--- src/design/tmsec_pkg.sv ---
package tmsec_pkg;

    localparam int TABLE_WORDS_DEF = 32;

    localparam logic [1:0] VAR_PAIR = 2'd0;
    localparam logic [1:0] VAR_TERM = 2'd1;
    localparam logic [1:0] VAR_SKIP = 2'd2;

    localparam logic MODE_TABLE = 1'b0;
    localparam logic MODE_DATA  = 1'b1;

    localparam logic [31:0] MARK_A     = 32'h4e5e_4e75;
    localparam logic [31:0] MARK_B     = 32'h4e5d_4e75;
    localparam logic [15:0] RUN_START  = 16'd10;
    localparam logic [15:0] MAX_OFFSET = 16'hffff;
    localparam logic [15:0] MIN_TERM   = 16'd6;
    localparam logic [15:0] MARK_SPAN  = 16'd3;

    // requests from the span logic to the skip table
    typedef struct packed {
        logic        wr_en;
        logic [15:0] wr_data;
        logic        adv;
        logic        clear;
    } tbl_ctrl_t;

    // table words at the current read position, with presence flags
    typedef struct packed {
        logic        two_words;
        logic        at_ok;
        logic        cnt_ok;
        logic [15:0] limit_word;
        logic [15:0] at_word;
        logic [15:0] cnt_word;
    } tbl_stat_t;

endpackage

--- src/design/tmsec_skip_table.sv ---
module tmsec_skip_table
    import tmsec_pkg::*;
#(
    parameter int TABLE_WORDS = TABLE_WORDS_DEF
) (
    input  logic      aclk,
    input  logic      aresetn,
    input  tbl_ctrl_t ctrl,
    output tbl_stat_t stat
);

    localparam int AW    = $clog2(TABLE_WORDS);
    localparam int FW    = $clog2(TABLE_WORDS + 1);
    localparam int DEPTH = 1 << AW;

    logic [15:0]   mem [0:DEPTH-1];
    logic [FW-1:0] fill_reg, fill_next;
    logic [FW-1:0] read_reg, read_next;
    logic [15:0]   limit_reg;
    logic [15:0]   at_word_reg, cnt_word_reg;
    logic          wr_go;
    logic [AW-1:0] waddr, ra, rb;
    logic [FW:0]   ra_full, rb_full, idx_a, idx_b;

    assign wr_go = ctrl.wr_en && (fill_reg < FW'(TABLE_WORDS));
    assign waddr = fill_reg[AW-1:0];

    always_comb begin
        fill_next = fill_reg;
        read_next = read_reg;
        if (ctrl.clear) begin
            fill_next = '0;
            read_next = '0;
        end else begin
            if (wr_go) begin
                fill_next = fill_reg + FW'(1);
            end
            if (ctrl.adv) begin
                read_next = read_reg + FW'(2);
            end
        end
    end

    // prefetch the two words that the next cycle's read position needs
    assign ra_full = (FW+1)'(read_next) + (FW+1)'(1);
    assign rb_full = (FW+1)'(read_next) + (FW+1)'(2);
    assign ra      = ra_full[AW-1:0];
    assign rb      = rb_full[AW-1:0];

    always_ff @(posedge aclk) begin
        if (!aresetn) begin
            fill_reg <= '0;
            read_reg <= '0;
        end else begin
            fill_reg <= fill_next;
            read_reg <= read_next;
        end
    end

    always_ff @(posedge aclk) begin
        if (wr_go) begin
            mem[waddr] <= ctrl.wr_data;
        end
        if (wr_go && fill_reg == FW'(0)) begin
            limit_reg <= ctrl.wr_data;
        end
        // forward a word written in the same cycle
        at_word_reg  <= (wr_go && waddr == ra) ? ctrl.wr_data : mem[ra];
        cnt_word_reg <= (wr_go && waddr == rb) ? ctrl.wr_data : mem[rb];
    end

    assign idx_a = (FW+1)'(read_reg) + (FW+1)'(1);
    assign idx_b = (FW+1)'(read_reg) + (FW+1)'(2);

    assign stat.two_words  = fill_reg >= FW'(2);
    assign stat.at_ok      = idx_a < (FW+1)'(fill_reg);
    assign stat.cnt_ok     = idx_b < (FW+1)'(fill_reg);
    assign stat.limit_word = limit_reg;
    assign stat.at_word    = at_word_reg;
    assign stat.cnt_word   = cnt_word_reg;

endmodule

--- src/design/three_mode_sum_eor_checksum_unit.sv ---
// Channel  Ports                                              Handshake
// -------  -------------------------------------------------  -----------------
// input    s_mode s_data_byte s_table_word s_last             s_valid / s_ready
// result   m_accepted m_checksum m_consumed                   m_valid / m_ready
// config   variant_wdata                                      variant_we
//
// One item per cycle while s_ready is high: each item is folded into the span
// state in the cycle it is taken; the skip table memory is read from the next
// read position, so its registered words are ready for the following byte.
// A last byte puts its result into a two-slot output (register plus skid);
// s_ready drops only while both slots hold results.
// Reset is synchronous; the table needs no clearing pass, its fill count
// marks which entries hold data.
module three_mode_sum_eor_checksum_unit
    import tmsec_pkg::*;
#(
    parameter int TABLE_WORDS = TABLE_WORDS_DEF
) (
    input  logic        aclk,
    input  logic        aresetn,
    input  logic        variant_we,
    input  logic [1:0]  variant_wdata,
    input  logic        s_valid,
    output logic        s_ready,
    input  logic        s_mode,
    input  logic [7:0]  s_data_byte,
    input  logic [15:0] s_table_word,
    input  logic        s_last,
    output logic        m_valid,
    input  logic        m_ready,
    output logic        m_accepted,
    output logic [15:0] m_checksum,
    output logic [15:0] m_consumed
);

    logic [1:0]  variant_reg;
    logic [7:0]  sum_reg, sum_next;
    logic [7:0]  eor_reg, eor_next;
    logic [15:0] run_reg, run_next;
    logic [15:0] acc_reg, acc_next;
    logic [15:0] offset_reg, offset_next;
    logic [31:0] win_reg, win_next;
    logic        finished_reg, finished_next;
    logic        rejected_reg, rejected_next;
    logic [15:0] found_reg, found_next;
    logic [15:0] skip_rem_reg, skip_rem_next;
    logic [15:0] limit_reg, limit_next;

    logic        out_vld_reg, skid_vld_reg;
    logic        out_acc_reg, skid_acc_reg;
    logic [15:0] out_cs_reg, skid_cs_reg;
    logic [15:0] out_used_reg, skid_used_reg;

    tbl_ctrl_t   tctrl;
    tbl_stat_t   tstat;

    logic        s_fire, byte_go, push, pop, active;
    logic [15:0] p;
    logic [16:0] skip_end;
    logic        res_ok;
    logic [15:0] res_cs, res_used;

    assign s_ready = !skid_vld_reg;
    assign s_fire  = s_valid && s_ready;
    assign byte_go = s_fire && (s_mode == MODE_DATA);
    assign push    = byte_go && s_last;
    assign pop     = out_vld_reg && m_ready;
    assign p       = offset_reg;
    assign skip_end = {1'b0, p} + {1'b0, tstat.cnt_word};

    tmsec_skip_table #(
        .TABLE_WORDS(TABLE_WORDS)
    ) u_table (
        .aclk    (aclk),
        .aresetn (aresetn),
        .ctrl    (tctrl),
        .stat    (tstat)
    );

    always_comb begin
        sum_next      = sum_reg;
        eor_next      = eor_reg;
        run_next      = run_reg;
        acc_next      = acc_reg;
        offset_next   = offset_reg;
        win_next      = win_reg;
        finished_next = finished_reg;
        rejected_next = rejected_reg;
        found_next    = found_reg;
        skip_rem_next = skip_rem_reg;
        limit_next    = limit_reg;
        active        = 1'b0;
        tctrl.wr_en   = s_fire && (s_mode == MODE_TABLE);
        tctrl.wr_data = s_table_word;
        tctrl.adv     = 1'b0;
        tctrl.clear   = 1'b0;

        if (byte_go) begin
            if (p == MAX_OFFSET) begin
                rejected_next = 1'b1;
            end else begin
                offset_next = p + 16'd1;
            end
            active = !rejected_next && !finished_reg;
        end

        if (active) begin
            case (variant_reg)
                VAR_PAIR: begin
                    if (!p[0]) begin
                        sum_next = sum_reg + s_data_byte;
                    end else begin
                        eor_next = eor_reg ^ s_data_byte;
                    end
                end
                VAR_TERM: begin
                    win_next = {win_reg[23:0], s_data_byte};
                    if (p[0] && p >= MARK_SPAN) begin
                        if (win_next == MARK_A || win_next == MARK_B) begin
                            if (p == MARK_SPAN) begin
                                rejected_next = 1'b1;
                            end else begin
                                finished_next = 1'b1;
                                found_next    = p - MARK_SPAN;
                            end
                        end else begin
                            run_next = run_reg + win_next[31:16];
                            acc_next = acc_reg ^ run_next;
                        end
                    end
                end
                VAR_SKIP: begin
                    if (!tstat.two_words) begin
                        rejected_next = 1'b1;
                    end else begin
                        limit_next = tstat.limit_word;
                        if (limit_next == 16'd0) begin
                            rejected_next = 1'b1;
                        end else if (p >= limit_next) begin
                            // past the limit: drop the byte
                        end else if (skip_rem_reg != 16'd0) begin
                            skip_rem_next = skip_rem_reg - 16'd1;
                        end else if (!tstat.at_ok) begin
                            rejected_next = 1'b1;
                        end else if (tstat.at_word == p) begin
                            if (!tstat.cnt_ok) begin
                                rejected_next = 1'b1;
                            end else begin
                                tctrl.adv = 1'b1;
                                if (tstat.cnt_word == 16'd0 ||
                                    skip_end > {1'b0, limit_next}) begin
                                    rejected_next = 1'b1;
                                end else begin
                                    skip_rem_next = tstat.cnt_word - 16'd1;
                                end
                            end
                        end else begin
                            acc_next = (acc_reg + {8'd0, s_data_byte}) ^ (p + 16'd1);
                        end
                    end
                end
                default: begin
                end
            endcase
        end

        res_ok   = 1'b0;
        res_cs   = 16'd0;
        res_used = 16'd0;
        if (!rejected_next) begin
            case (variant_reg)
                VAR_PAIR: begin
                    if (!offset_next[0]) begin
                        res_ok   = 1'b1;
                        res_cs   = {sum_next, eor_next};
                        res_used = offset_next;
                    end
                end
                VAR_TERM: begin
                    if (finished_next && offset_next >= MIN_TERM) begin
                        res_ok   = 1'b1;
                        res_cs   = acc_next;
                        res_used = found_next;
                    end
                end
                VAR_SKIP: begin
                    if (limit_next != 16'd0 && limit_next <= offset_next) begin
                        res_ok   = 1'b1;
                        res_cs   = acc_next;
                        res_used = limit_next;
                    end
                end
                default: begin
                end
            endcase
        end

        // end of span: clear all span state, table included
        if (push) begin
            sum_next      = 8'd0;
            eor_next      = 8'd0;
            run_next      = RUN_START;
            acc_next      = 16'd0;
            offset_next   = 16'd0;
            win_next      = 32'd0;
            finished_next = 1'b0;
            rejected_next = 1'b0;
            found_next    = 16'd0;
            skip_rem_next = 16'd0;
            limit_next    = 16'd0;
            tctrl.clear   = 1'b1;
        end
    end

    always_ff @(posedge aclk) begin
        if (!aresetn) begin
            variant_reg  <= VAR_PAIR;
            sum_reg      <= 8'd0;
            eor_reg      <= 8'd0;
            run_reg      <= RUN_START;
            acc_reg      <= 16'd0;
            offset_reg   <= 16'd0;
            win_reg      <= 32'd0;
            finished_reg <= 1'b0;
            rejected_reg <= 1'b0;
            found_reg    <= 16'd0;
            skip_rem_reg <= 16'd0;
            limit_reg    <= 16'd0;
        end else begin
            if (variant_we) begin
                variant_reg <= variant_wdata;
            end
            sum_reg      <= sum_next;
            eor_reg      <= eor_next;
            run_reg      <= run_next;
            acc_reg      <= acc_next;
            offset_reg   <= offset_next;
            win_reg      <= win_next;
            finished_reg <= finished_next;
            rejected_reg <= rejected_next;
            found_reg    <= found_next;
            skip_rem_reg <= skip_rem_next;
            limit_reg    <= limit_next;
        end
    end

    // output register with skid slot
    always_ff @(posedge aclk) begin
        if (!aresetn) begin
            out_vld_reg  <= 1'b0;
            skid_vld_reg <= 1'b0;
        end else if (skid_vld_reg) begin
            if (pop) begin
                skid_vld_reg <= 1'b0;
            end
        end else if (push) begin
            if (out_vld_reg && !pop) begin
                skid_vld_reg <= 1'b1;
            end else begin
                out_vld_reg <= 1'b1;
            end
        end else if (pop) begin
            out_vld_reg <= 1'b0;
        end
    end

    always_ff @(posedge aclk) begin
        if (skid_vld_reg) begin
            if (pop) begin
                out_acc_reg  <= skid_acc_reg;
                out_cs_reg   <= skid_cs_reg;
                out_used_reg <= skid_used_reg;
            end
        end else if (push) begin
            if (out_vld_reg && !pop) begin
                skid_acc_reg  <= res_ok;
                skid_cs_reg   <= res_cs;
                skid_used_reg <= res_used;
            end else begin
                out_acc_reg  <= res_ok;
                out_cs_reg   <= res_cs;
                out_used_reg <= res_used;
            end
        end
    end

    assign m_valid    = out_vld_reg;
    assign m_accepted = out_acc_reg;
    assign m_checksum = out_cs_reg;
    assign m_consumed = out_used_reg;

`ifndef SYNTHESIS
    a_skid_behind_out: assert property (@(posedge aclk) disable iff (!aresetn)
        skid_vld_reg |-> out_vld_reg)
        else $error("skid slot full while output slot empty");

    a_reject_zero: assert property (@(posedge aclk) disable iff (!aresetn)
        (m_valid && !m_accepted) |-> (m_checksum == 16'd0 && m_consumed == 16'd0))
        else $error("rejected span carries nonzero fields");

    a_span_cleared: assert property (@(posedge aclk) disable iff (!aresetn)
        push |=> (offset_reg == 16'd0 && !rejected_reg && !finished_reg))
        else $error("span state not cleared after last byte");

    a_result_slot: assert property (@(posedge aclk) disable iff (!aresetn)
        push |=> m_valid)
        else $error("last byte left no result");
`endif

endmodule
--- config.mk ---
export PLATFORM = sky130hd
export DESIGN_NAME = three_mode_sum_eor_checksum_unit
export DESIGN_NICKNAME = d
export VERILOG_FILES = /design/src/design/tmsec_pkg.sv /design/src/design/tmsec_skip_table.sv /design/src/design/three_mode_sum_eor_checksum_unit.sv
export SDC_FILE = /design/constraint.sdc
export NUM_CORES = 1
export LEC_CHECK = 0
export BUFFER_PORTS_ARGS = -buffer_cell sky130_fd_sc_hd__buf_2
export CORE_MARGIN = 5
export CORE_UTILIZATION = 30
export CTS_BUF_LIST = sky130_fd_sc_hd__clkbuf_4
export DETAILED_ROUTE_END_ITERATION = 8
export SYNTH_ARGS = -nofsm -noshare
export SYNTH_HDL_FRONTEND = slang
export SYNTH_SLANG_ARGS = --single-unit
--- constraint.sdc ---
create_clock -name aclk -period 8.2 [get_ports aclk]
set_clock_uncertainty 0.2 [all_clocks]
set_input_delay 0.41 -clock aclk [delete_from_list [all_inputs] [get_ports aclk]]
set_output_delay 0.41 -clock aclk [all_outputs]
set_load 0.005 [all_outputs]
# Yosys cells after proc, flatten, opt, wreduce, memory -nomap -nowiden
# Memories as Yosys holds them, arrays and structs flattened. A register that Yosys moved wholly into a read port is not among the register bits.
# Cells that the tools add are included.
dict set report totals {
  wordCells 205
  n_memories 1
  ram_bits 512
  register_bits 236
  output_inout_bits 35
  input_bits 33
}
# name depth width read_ports rd_ports_with_merged_regs wr line
set mem_list {}
lappend mem_list {u_table.mem 32 16 2 2 1 tmsec_skip_table.sv:16} ;# logic [15:0] mem [0:DEPTH-1];
dict set report classes {
  n_addsub 14
  reduce_logical 37
  magnitude_cmp 9
  mux 101
  eq_ne 11
  n_bitwise 9
}
# op count
set op_table {}
lappend op_table {{two-way mux 16 bit} 40}
lappend op_table {{case mux 16 bit (3 select lines)} 2}
lappend op_table {{equality test 32 x 31 -> 1 bit, second input constant} 2}
lappend op_table {{two-way mux 1 bit} 48}
lappend op_table {{two-way mux 8 bit} 6}
lappend op_table {{logical NOT 16 bit} 2}
lappend op_table {{case mux 16 bit (2 select lines)} 1}
lappend op_table {{nonzero test 16 bit} 2}
lappend op_table {{subtractor 16 x 1 -> 16 bit, second input constant} 2}
lappend op_table {{XOR 16 bit} 2}
lappend op_table {{adder 16 x 16 -> 17 bit} 1}
lappend op_table {{> comparator 17 x 16 -> 1 bit} 1}
lappend op_table {{adder 16 x 1 -> 16 bit, second input constant} 1}
lappend op_table {{adder 16 bit} 1}
lappend op_table {{adder 16 x 8 -> 16 bit} 1}
lappend op_table {{equality test 16 bit} 1}
lappend op_table {{equality test 16 bit, second input constant} 1}
lappend op_table {{equality test 16 x 2 -> 1 bit, second input constant} 1}
lappend op_table {{>= comparator 16 bit} 1}
lappend op_table {{>= comparator 16 x 2 -> 1 bit, second input constant} 1}
lappend op_table {{>= comparator 16 x 3 -> 1 bit, second input constant} 1}
lappend op_table {{<= comparator 16 bit} 1}
lappend op_table {{subtractor 16 x 2 -> 16 bit, second input constant} 1}
lappend op_table {{< comparator 7 x 6 -> 1 bit} 2}
lappend op_table {{other kinds (29)} 59}

# Depth between registers and ports, before layout
# Gate-level depths: netlist (run 1).
dict set report logic_depth {
  word_depth 19
  mapped_depth 34
}

# By module
# From an unflattened synthesis (run 1), not the netlist that was laid out.
dict set report hier_totals {
  cells_unflattened 3405
  hier_area_um2 40453.8
}
# module seq_area_each_um2 cells_per_inst area_each_um2 instances
set modules_own_cells {}
lappend modules_own_cells {tmsec_skip_table 16295.6 1723 26344.0 1}
lappend modules_own_cells {three_mode_sum_eor_checksum_unit 4824.6 1682 14109.8 1}

# Worst setup path after synthesis (run 1)
# No wires, ideal clock.
dict set report synth_timing {
  path_type {register -> register}
  from {register with a tool-made name}
  to {register out_acc_reg (netlist: m_accepted), data pin}
  stages_incl_launch_ff 29
  path_buffers 5
  setup_ns 0.260
  required_ns 7.740
  arrival_time_ns 6.403
  synth_period_minus_slack_ns 6.863
  setup_slack_ns 1.337
  path_cell_list {dfxtp_1 clkbuf_1 buf_1 clkbuf_1 clkbuf_1 mux4_2 nand2_1 nand2_1 o21ai_0 ha_1 a21o_1 a21oi_1 o21bai_1 a21oi_1 nor2b_1 o21ai_0 a21oi_1 o211a_1 or4_1 nand3_1 ha_1 a41o_1 a31oi_1 a211oi_1 o31a_1 o311ai_4 buf_6 a21oi_2 mux2_2}
}
# item line
set synth_lines {}
lappend synth_lines {{to (signal assigned)} three_mode_sum_eor_checksum_unit.sv:270} ;# out_acc_reg <= skid_acc_reg;
lappend synth_lines {{to (signal assigned)} three_mode_sum_eor_checksum_unit.sv:280} ;# out_acc_reg <= res_ok;
lappend synth_lines {{to (decl)} three_mode_sum_eor_checksum_unit.sv:50} ;# logic out_acc_reg, skid_acc_reg;

==> results of run 1 <==
## per-stage QoR
step | instances | hold slack, ns
2_1_floorplan | 3423 | 0.241
3_3_place_gp | 5177 | 0.248
3_5_place_dp | 5177 | 0.253
4_1_cts | 5576 | 0.00544
5_1_grt | 5580 | 0.0696
6_report | 5585 | 0.116
## what timing repair did
item / CTS / global route
hold endpoints to repair: 707 / 0
hold buffers: 53 / 0
resized for setup: 0 / 0
## synth_stat cells (22+ instances only)
cell type,n,area share (%)
sky130_fd_sc_hd__a31oi_1,33,0.50
sky130_fd_sc_hd__dfxtp_1,164,8.0
sky130_fd_sc_hd__a211oi_1,27,0.49
sky130_fd_sc_hd__mux4_2,140,7.7
sky130_fd_sc_hd__nand2b_1,22,0.33
sky130_fd_sc_hd__nor2b_1,34,0.52
sky130_fd_sc_hd__xnor2_1,85,1.8
sky130_fd_sc_hd__ha_1,118,3.6
sky130_fd_sc_hd__nor3_1,68,0.83
sky130_fd_sc_hd__inv_1,96,0.88
sky130_fd_sc_hd__o211ai_1,24,0.44
sky130_fd_sc_hd__nand4_1,40,0.61
sky130_fd_sc_hd__nand3_1,127,1.5
sky130_fd_sc_hd__xor2_1,35,0.74
sky130_fd_sc_hd__a21oi_1,168,2.0
sky130_fd_sc_hd__edfxtp_1,594,43
sky130_fd_sc_hd__buf_4,31,0.57
sky130_fd_sc_hd__and2_1,30,0.46
sky130_fd_sc_hd__a22oi_1,111,2.0
sky130_fd_sc_hd__nand2_1,248,2.3
sky130_fd_sc_hd__mux2i_1,299,7.3
sky130_fd_sc_hd__o21ai_0,85,1.0
sky130_fd_sc_hd__nor2_1,252,2.3
sky130_fd_sc_hd__a21o_1,35,0.64
sky130_fd_sc_hd__buf_2,47,0.57
sky130_fd_sc_hd__and3_1,32,0.49
sky130_fd_sc_hd__mux2_2,51,1.4
sky130_fd_sc_hd__clkbuf_1,96,0.88
## metal layers
layer | part of all wire (%) | global-route usage [%]
met4 | 4.2 | 8.38
met3 | 10 | 5.25
met1 | 41 | 25.0
met2 | 45 | 28.8
met5 | 0 | 0
## where the power goes
group | switching (µW) | total, µW | internal, µW
sequential | 16.1 | 4170 | 4150
clock | 1640 | 3350 | 1710
combinational | 194 | 282 | 88.1
## worst paths after layout
| path | startpoint | cells past startpoint | end |
|---|---|---|---|
| max reg2reg | flip-flop | 26 | m_consumed[2]$_DFFE_PP_ |
| max | flip-flop | 26 | m_consumed[2]$_DFFE_PP_ |
| min reg2reg | run_reg[5]$_SDFFE_PP0P_ | 2 | run_reg[5]$_SDFFE_PP0P_ |
| min | s_table_word[8] | 2 | u_table.limit_reg[8]$_DFFE_PP_ |
## final cells by class
type                    instances  area, µm²
clock buffers                 288       2160
clock inverters                58        363
multi-input cells            2367      18800
repair buffers                226       1720
flip-flops and latches        758      21100
well taps                    1781       2230
diodes                          9       22.5
inverters                      98        368
fillers                     13500      89000
## kinds of logic after synthesis
family,count (synthesis),share of synthesized area (%)
compound gates,670,11.1
xor+xnor,120,2.55
fa+ha+maj,122,3.78
buf+inv,298,3.37
flops,758,51.3
mux,491,16.4
simple gates,964,11.5
==> results.txt, run 1 <==
----------------------------------------------------
[Status]
  Status ... complete, no violations

[Place]
  Post-placement cell area ... about 0.044 mm²
  Pre-CTS WS ... about 0.94 ns
  Final weighted congestion of routability-driven global placement ... 0.907
  Count of input and output buffers ... 67
  Half-perimeter wire length after detailed placement ... 92.8 mm

[Global route]
  Maximum number of pins on one net before global-route repair ... 68
  First-pass GRT wire length ... approximately 200 mm
  Antenna violations before repair ... 8
  Total global routing track utilization ... between 10% and 20%
  GRT overflow ... 0
  Via count of the first global-routing pass ... roughly 30000

[Power]
  Peak supply drop ... 0.000116 V
  Static power due to leakage ... approximately 0.016 µW
  Post-layout power ... 7800 µW
  Power density over cell area ... 167 mW/mm²

[Floorplanning]
  Placeable core area ... 0.136 mm²
  Die area ... 0.145 mm²
  Floorplan die height ... around 380 µm
  Effective utilization at floorplan ... a little under a third
  I/O pin count ... 68
  # rows ... 135
  DIE WIDTH ... roughly 380 µm

[STA]
  Min Tclk post-route ... 7.43 ns
  Maximum achievable frequency ... 135 MHz
  Tcrit/Tclk final ... between 90% and 100%
  Slew at the pin with the worst max-slew slack ... between 1 and 1.5 ns
  Number of failing setup endpoints in the final timing report ... 0
  Count of final max-slew check failures ... 0
  Setup repair after global routing missed its margin ... no
  Number of hold-slack violations in the final timing report ... 0
  Slew Limit Headroom ... about 15%
  Total Neg Setup Slack ... 0 ns
  Worst setup margin ... 0.774 ns

[Routing]
  Total vias in the final route ... around 32000
  Antenna-violating nets left ... 0
  Vias/cell ... around 5.6
  Sum of routed wire length over all layers ... between 100 and 150 mm
  Final routed DRC violation total ... 0
  Number of design-rule violations left by the first detailed-router iteration ... roughly 3800
  Post-DR wirelength/cell ... roughly 25 µm
  Drt first pass iters ... 6

[CTS]
  Clock tree from TritonCTS ... yes
  CTS H-tree depth ... 4
  Worst-skew pair later-pin latency ... ~1.2 ns
  Clock sinks ... between 700 and 800
  Buffers inserted during post-CTS setup optimization ... 0
  Cell at the root of the clock tree ... sky130_fd_sc_hd__clkbuf_4
  Total CTS buffers ... approximately 200
  Maximum buffer depth of the clock tree ... 3
  Clock transition at path regs ... roughly 0.07 ns

[Worst setup path]
  Type of destination of the critical path ... flip-flop
  Slowest CP cell ... sky130_fd_sc_hd__dfxtp_4
  Crit start category ... flip-flop
  Number of buffers and inverters on the critical path ... 2
  Max FO, Critical Path ... 50
  Dominant cell type by count on the critical path ... sky130_fd_sc_hd__a21oi_1
  Kind of cell adding the most delay to the critical path ... compound AO/OA/AOI/OAI gates
  Req. time, crit path ... 8.82 ns
  Critical path type ... reg -> reg
  Worst stage delay on the critical path ... 0.88 ns
  Critical path arrival ... just over 8 ns
  Setup slack of the worst register-to-register path ... just under 0.8 ns

[Final layout]
  Post-route standard cell area excluding fillers ... about 0.047 mm²
  Flip-flop count of the largest register after layout ... slightly above 500
  Nets ... approximately 3800
  Most common library cell in the layout ignoring fill and taps ... sky130_fd_sc_hd__edfxtp_1
  Share of the core filled with cells ... approximately a third
  Most frequent cells in the layout ... sky130_fd_sc_hd__edfxtp_1 (594), sky130_fd_sc_hd__mux2i_1 (299), sky130_fd_sc_hd__clkbuf_4 (288)
  Fraction of final layout cells sized beyond drive strength 1 ... between 20% and 30%
  Relative area change from synthesis to final layout ... 13.8%

[Synthesis]
  Share of synthesized flip-flops with an asynchronous set or reset ... 0%
  Number of flops mapped to enable cells by yosys ... around 590
  Number of standard cells after synthesis ... 3423
  Top_reg_cell synth ... sky130_fd_sc_hd__edfxtp_1
  Total of flip-flops plus latches after synthesis ... ~760
  Register area share after synthesis ... between 50% and 60%
  Unique masters post-synth ... 89
  Count of warnings emitted by yosys ... 0
  Mapped Nets ... approximately 3600
  Avg Synthesized Cell Area ... about 12 µm²
  Total standard cell area after synthesis ... 0.0411 mm²

[Flow run]
  Max Cap Viol ... 0

[Hold path]
  Class of the worst hold path ... in -> reg

----------------------------------------------------
Power figures use the tool's default switching activity.
==> run 2: changes to the inputs <==
Settings changed: ABC_AREA set to 1.
==> results.txt, run 2 <==
----------------------------------------------------
[Status]
  Status ... complete, no violations (unchanged)

[Floorplanning]
  DIE WIDTH ... 387 µm (was 380 µm)
  I/O pin count ... 68 (unchanged)
  Die area ... 0.150 mm² (was 0.145 mm²)
  Floorplan die height ... 387 µm (was 380 µm)
  Effective utilization at floorplan ... 30.2% (was 30.3%)
  # rows ... 138 (was 135)
  Placeable core area ... 0.141 mm² (was 0.136 mm²)

[Worst setup path]
  Worst stage delay on the critical path ... 0.73 ns (was 0.88 ns)
  Kind of cell adding the most delay to the critical path ... simple AND/OR/NAND/NOR gates (was compound AO/OA/AOI/OAI gates)
  Critical path type ... reg -> reg (unchanged)
  Slowest CP cell ... sky130_fd_sc_hd__buf_4 (was sky130_fd_sc_hd__dfxtp_4)
  Dominant cell type by count on the critical path ... sky130_fd_sc_hd__nand2_1 (was sky130_fd_sc_hd__a21oi_1)
  Req. time, crit path ... 8.83 ns (was 8.82 ns)
  Logic depth of the worst path, buffers included ... 38 (was 26)
  Number of buffers and inverters on the critical path ... 3 (was 2)
  Critical path arrival ... 7.96 ns (was 8.05 ns)
  Max FO, Critical Path ... 78 (was 50)
  Path depth of the worst reg2reg path ... 38 (was 26)
  Crit start category ... flip-flop (unchanged)
  Type of destination of the critical path ... flip-flop (unchanged)

[Routing]
  Drt first pass iters ... 7 (was 6)
  Post-DR wirelength/cell ... 20.0 µm (was 25.3 µm)
  Vias/cell ... 5.21 (was 5.65)
  Wire length the detailed router placed on met1 ... 61.0 mm (was 57.5 mm)
  Antenna-violating nets left ... 0 (unchanged)
  Detailed-routed wire length on met3 ... 14.9 mm (was 14.8 mm)
  Total vias in the final route ... 38900 (was 31500)
  Final routed DRC violation total ... 0 (unchanged)
  DR WL met2 ... 66.7 mm (was 63.1 mm)
  Highest routing layer actually used ... met4 (unchanged)
  Sum of routed wire length over all layers ... 149 mm (was 141 mm)
  Number of design-rule violations left by the first detailed-router iteration ... 4647 (was 3795)

[Global route]
  Total global routing track utilization ... 19.0% (was 18.8%)
  First-pass GRT wire length ... 223 mm (was 205 mm)
  GRT overflow ... 0 (unchanged)
  Via count of the first global-routing pass ... 36800 (was 30800)
  Maximum number of pins on one net before global-route repair ... 163 (was 68)
  Antenna violations before repair ... 5 (was 8)

[CTS]
  Clock sinks ... 758 (unchanged)
  Cell at the root of the clock tree ... sky130_fd_sc_hd__clkbuf_4 (unchanged)
  Clock tree from TritonCTS ... yes (unchanged)
  Maximum buffer depth of the clock tree ... 3 (unchanged)
  CTS H-tree depth ... 4 (unchanged)
  Total CTS buffers ... 197 (was 198)
  Clock transition at path regs ... 0.07 ns (about the same)
  Worst-skew pair later-pin latency ... 1.17 ns (was 1.19 ns)

[Synthesis]
  Cell type contributing the most total cell area after synthesis ... sky130_fd_sc_hd__edfxtp_1 (unchanged)
  Top_reg_cell synth ... sky130_fd_sc_hd__edfxtp_1 (unchanged)
  Synth top area cells ... sky130_fd_sc_hd__edfxtp_1 (42%), sky130_fd_sc_hd__nand2_1 (15%), sky130_fd_sc_hd__nand3_1 (9.7%) (was sky130_fd_sc_hd__edfxtp_1 (43%), sky130_fd_sc_hd__dfxtp_1 (8.0%), sky130_fd_sc_hd__mux4_2 (7.7%))
  Count of warnings emitted by yosys ... 0 (unchanged)
  Avg Synthesized Cell Area ... 8.07 µm² (was 12.0 µm²)
  Portion of synthesized cell area occupied by the leading cell type ... 41.8% (was 43.3%)
  Unique masters post-synth ... 58 (was 89)
  Number of flops mapped to enable cells by yosys ... 594 (unchanged)
  Mapped Nets ... 5443 (was 3578)
  Number of standard cells after synthesis ... 5288 (was 3423)
  Most common cell in the synthesized netlist ... sky130_fd_sc_hd__nand2_1 (was sky130_fd_sc_hd__edfxtp_1)
  Register area share after synthesis ... 49.5% (was 51.3%)
  Total of flip-flops plus latches after synthesis ... 758 (unchanged)
  Most frequent cells after synthesis ... sky130_fd_sc_hd__nand2_1 (1684), sky130_fd_sc_hd__nand3_1 (830), sky130_fd_sc_hd__edfxtp_1 (594), sky130_fd_sc_hd__nor2_1 (385), sky130_fd_sc_hd__inv_1 (346) (was sky130_fd_sc_hd__edfxtp_1 (594), sky130_fd_sc_hd__mux2i_1 (299), sky130_fd_sc_hd__nor2_1 (252), sky130_fd_sc_hd__nand2_1 (248), sky130_fd_sc_hd__a21oi_1 (168))
  Share of synthesized flip-flops with an asynchronous set or reset ... 0% (unchanged)
  Total standard cell area after synthesis ... 0.0427 mm² (was 0.0411 mm²)

[Flow run]
  Max Cap Viol ... 0 (unchanged)

[Final layout]
  Number of cells in the finished layout apart from fillers ... 7459 (was 5585)
  Most common library cell in the layout ignoring fill and taps ... sky130_fd_sc_hd__nand2_1 (was sky130_fd_sc_hd__edfxtp_1)
  Relative area change from synthesis to final layout ... 12.7% (was 13.8%)
  Nets ... 5549 (was 3804)
  Flip-flop count of the largest register after layout ... 512 (unchanged)
  Fraction of final layout cells sized beyond drive strength 1 ... 11.0% (was 20.3%)
  Most frequent cells in the layout ... sky130_fd_sc_hd__nand2_1 (1683), sky130_fd_sc_hd__nand3_1 (830), sky130_fd_sc_hd__edfxtp_1 (594) (was sky130_fd_sc_hd__edfxtp_1 (594), sky130_fd_sc_hd__mux2i_1 (299), sky130_fd_sc_hd__clkbuf_4 (288))

[Hold path]
  Depth of the worst hold-timing path ... 4 (was 2)
  Class of the worst hold path ... in -> reg (unchanged)

[STA]
  Slew at the pin with the worst max-slew slack ... 1.24 ns (was 1.27 ns)
  Min Tclk post-route ... 7.33 ns (was 7.43 ns)
  Hold Slack ... 0.149 ns (was 0.116 ns)
  Worst setup margin ... 0.871 ns (was 0.774 ns)
  Number of hold-slack violations in the final timing report ... 0 (unchanged)
  Maximum achievable frequency ... 136 MHz (was 135 MHz)
  Slew Limit Headroom ... 16.7% (was 14.9%)
  Total Neg Setup Slack ... 0 ns (unchanged)
  Setup repair after global routing missed its margin ... no (unchanged)
  Number of failing setup endpoints in the final timing report ... 0 (unchanged)
  Tcrit/Tclk final ... 89.4% (was 90.6%)
  Count of final max-slew check failures ... 0 (unchanged)

[Place]
  Count of input and output buffers ... 67 (unchanged)
  Placed cells ... 7034 (was 5177)
  Final weighted congestion of routability-driven global placement ... 0.930 (was 0.907)
  Half-perimeter wire length after detailed placement ... 91.3 mm (was 92.8 mm)
  Pre-CTS WS ... 1.13 ns (was 0.941 ns)

[Power]
  Static power due to leakage ... 0.0199 µW (was 0.0157 µW)
  Power density over cell area ... 174 mW/mm² (was 167 mW/mm²)
  Peak supply drop ... 0.000128 V (was 0.000116 V)

----------------------------------------------------
## run 2: changes by cell type after synthesis, moves of 110 or more
cell and change:
sky130_fd_sc_hd__inv_1 +250, sky130_fd_sc_hd__nand2_1 +1436, sky130_fd_sc_hd__mux4_2 -140, sky130_fd_sc_hd__a22oi_1 -110, sky130_fd_sc_hd__mux2i_1 -288, sky130_fd_sc_hd__nand3_1 +703
sky130_fd_sc_hd__nor2_1 +133
## run 2: layout make-up
cell class / count / area [µm²]
multi-input cells: 3864 / 18900
fillers: 14600 / 93300
repair buffers: 202 / 1560
flip-flops and latches: 758 / 21100
inverters: 371 / 1420
clock buffers: 309 / 2320
clock inverters: 60 / 377
well taps: 1890 / 2360
diodes: 5 / 12.5
## run 2: per-layer routing
| layer | track usage [%] | up-vias |
|---|---|---|
| li1 | - | 18100 |
| met1 | 25.2 | 18300 |
| met2 | 29.9 | 2113 |
| met3 | 4.01 | 404 |
| met4 | 8.71 | 0 |
| met5 | 0 | - |
## run 2: repair_timing
| action | 4_1_cts | 5_1_grt |
|---|---|---|
| hold endpoints to repair | 714 | 0 |
| hold buffers | 51 | 0 |
| gates resized for setup | 0 | 0 |
| buffers inserted | 0 | 0 |
## run 2: kinds of logic after synthesis
logic type      after synthesis  share of synthesized area (%)
simple gates               3082                           30.8
buf+inv                     666                           6.57
xor+xnor                    105                           2.15
flops                       758                           49.5
compound gates              544                           7.05
fa+ha+maj                   122                           3.65
mux                          11                          0.258
## run 2: worst min-delay path, delay by kind of cell
family | cells | cell delay [ns]
buffers and inverters | 2 | 0.74
AO/OA/AOI/OAI | 2 | 0.22
## run 2: path summary, 6_finish.rpt
check	from	to	slack (ns)
setup / recovery	flip-flop	m_accepted$_DFFE_PP_	0.87
hold / removal	s_data_byte[4]	win_reg[4]$_SDFFE_PP0P_	0.15
setup reg to reg	flip-flop	m_accepted$_DFFE_PP_	0.87
hold reg to reg	found_reg[0]$_SDFF_PP0_	found_reg[0]$_SDFF_PP0_	0.25
## run 2: power breakdown
group | internal, µW | switching [µW] | total, µW
logic | 204 | 443 | 647
registers | 4180 | 47.1 | 4230
clock network | 1820 | 1690 | 3510
## run 2: metrics by stage
stage / util [%] / cell area [µm²] / total power [µW]
after CTS: 34.0 / 48100 / 8460
after floorplan: - / 42700 / 4690
after global placement: 31.7 / 44900 / 4910
final: 34.0 / 48100 / 8380
after global routing: 34.0 / 48100 / 8730
after detailed placement: 31.7 / 44900 / 4930
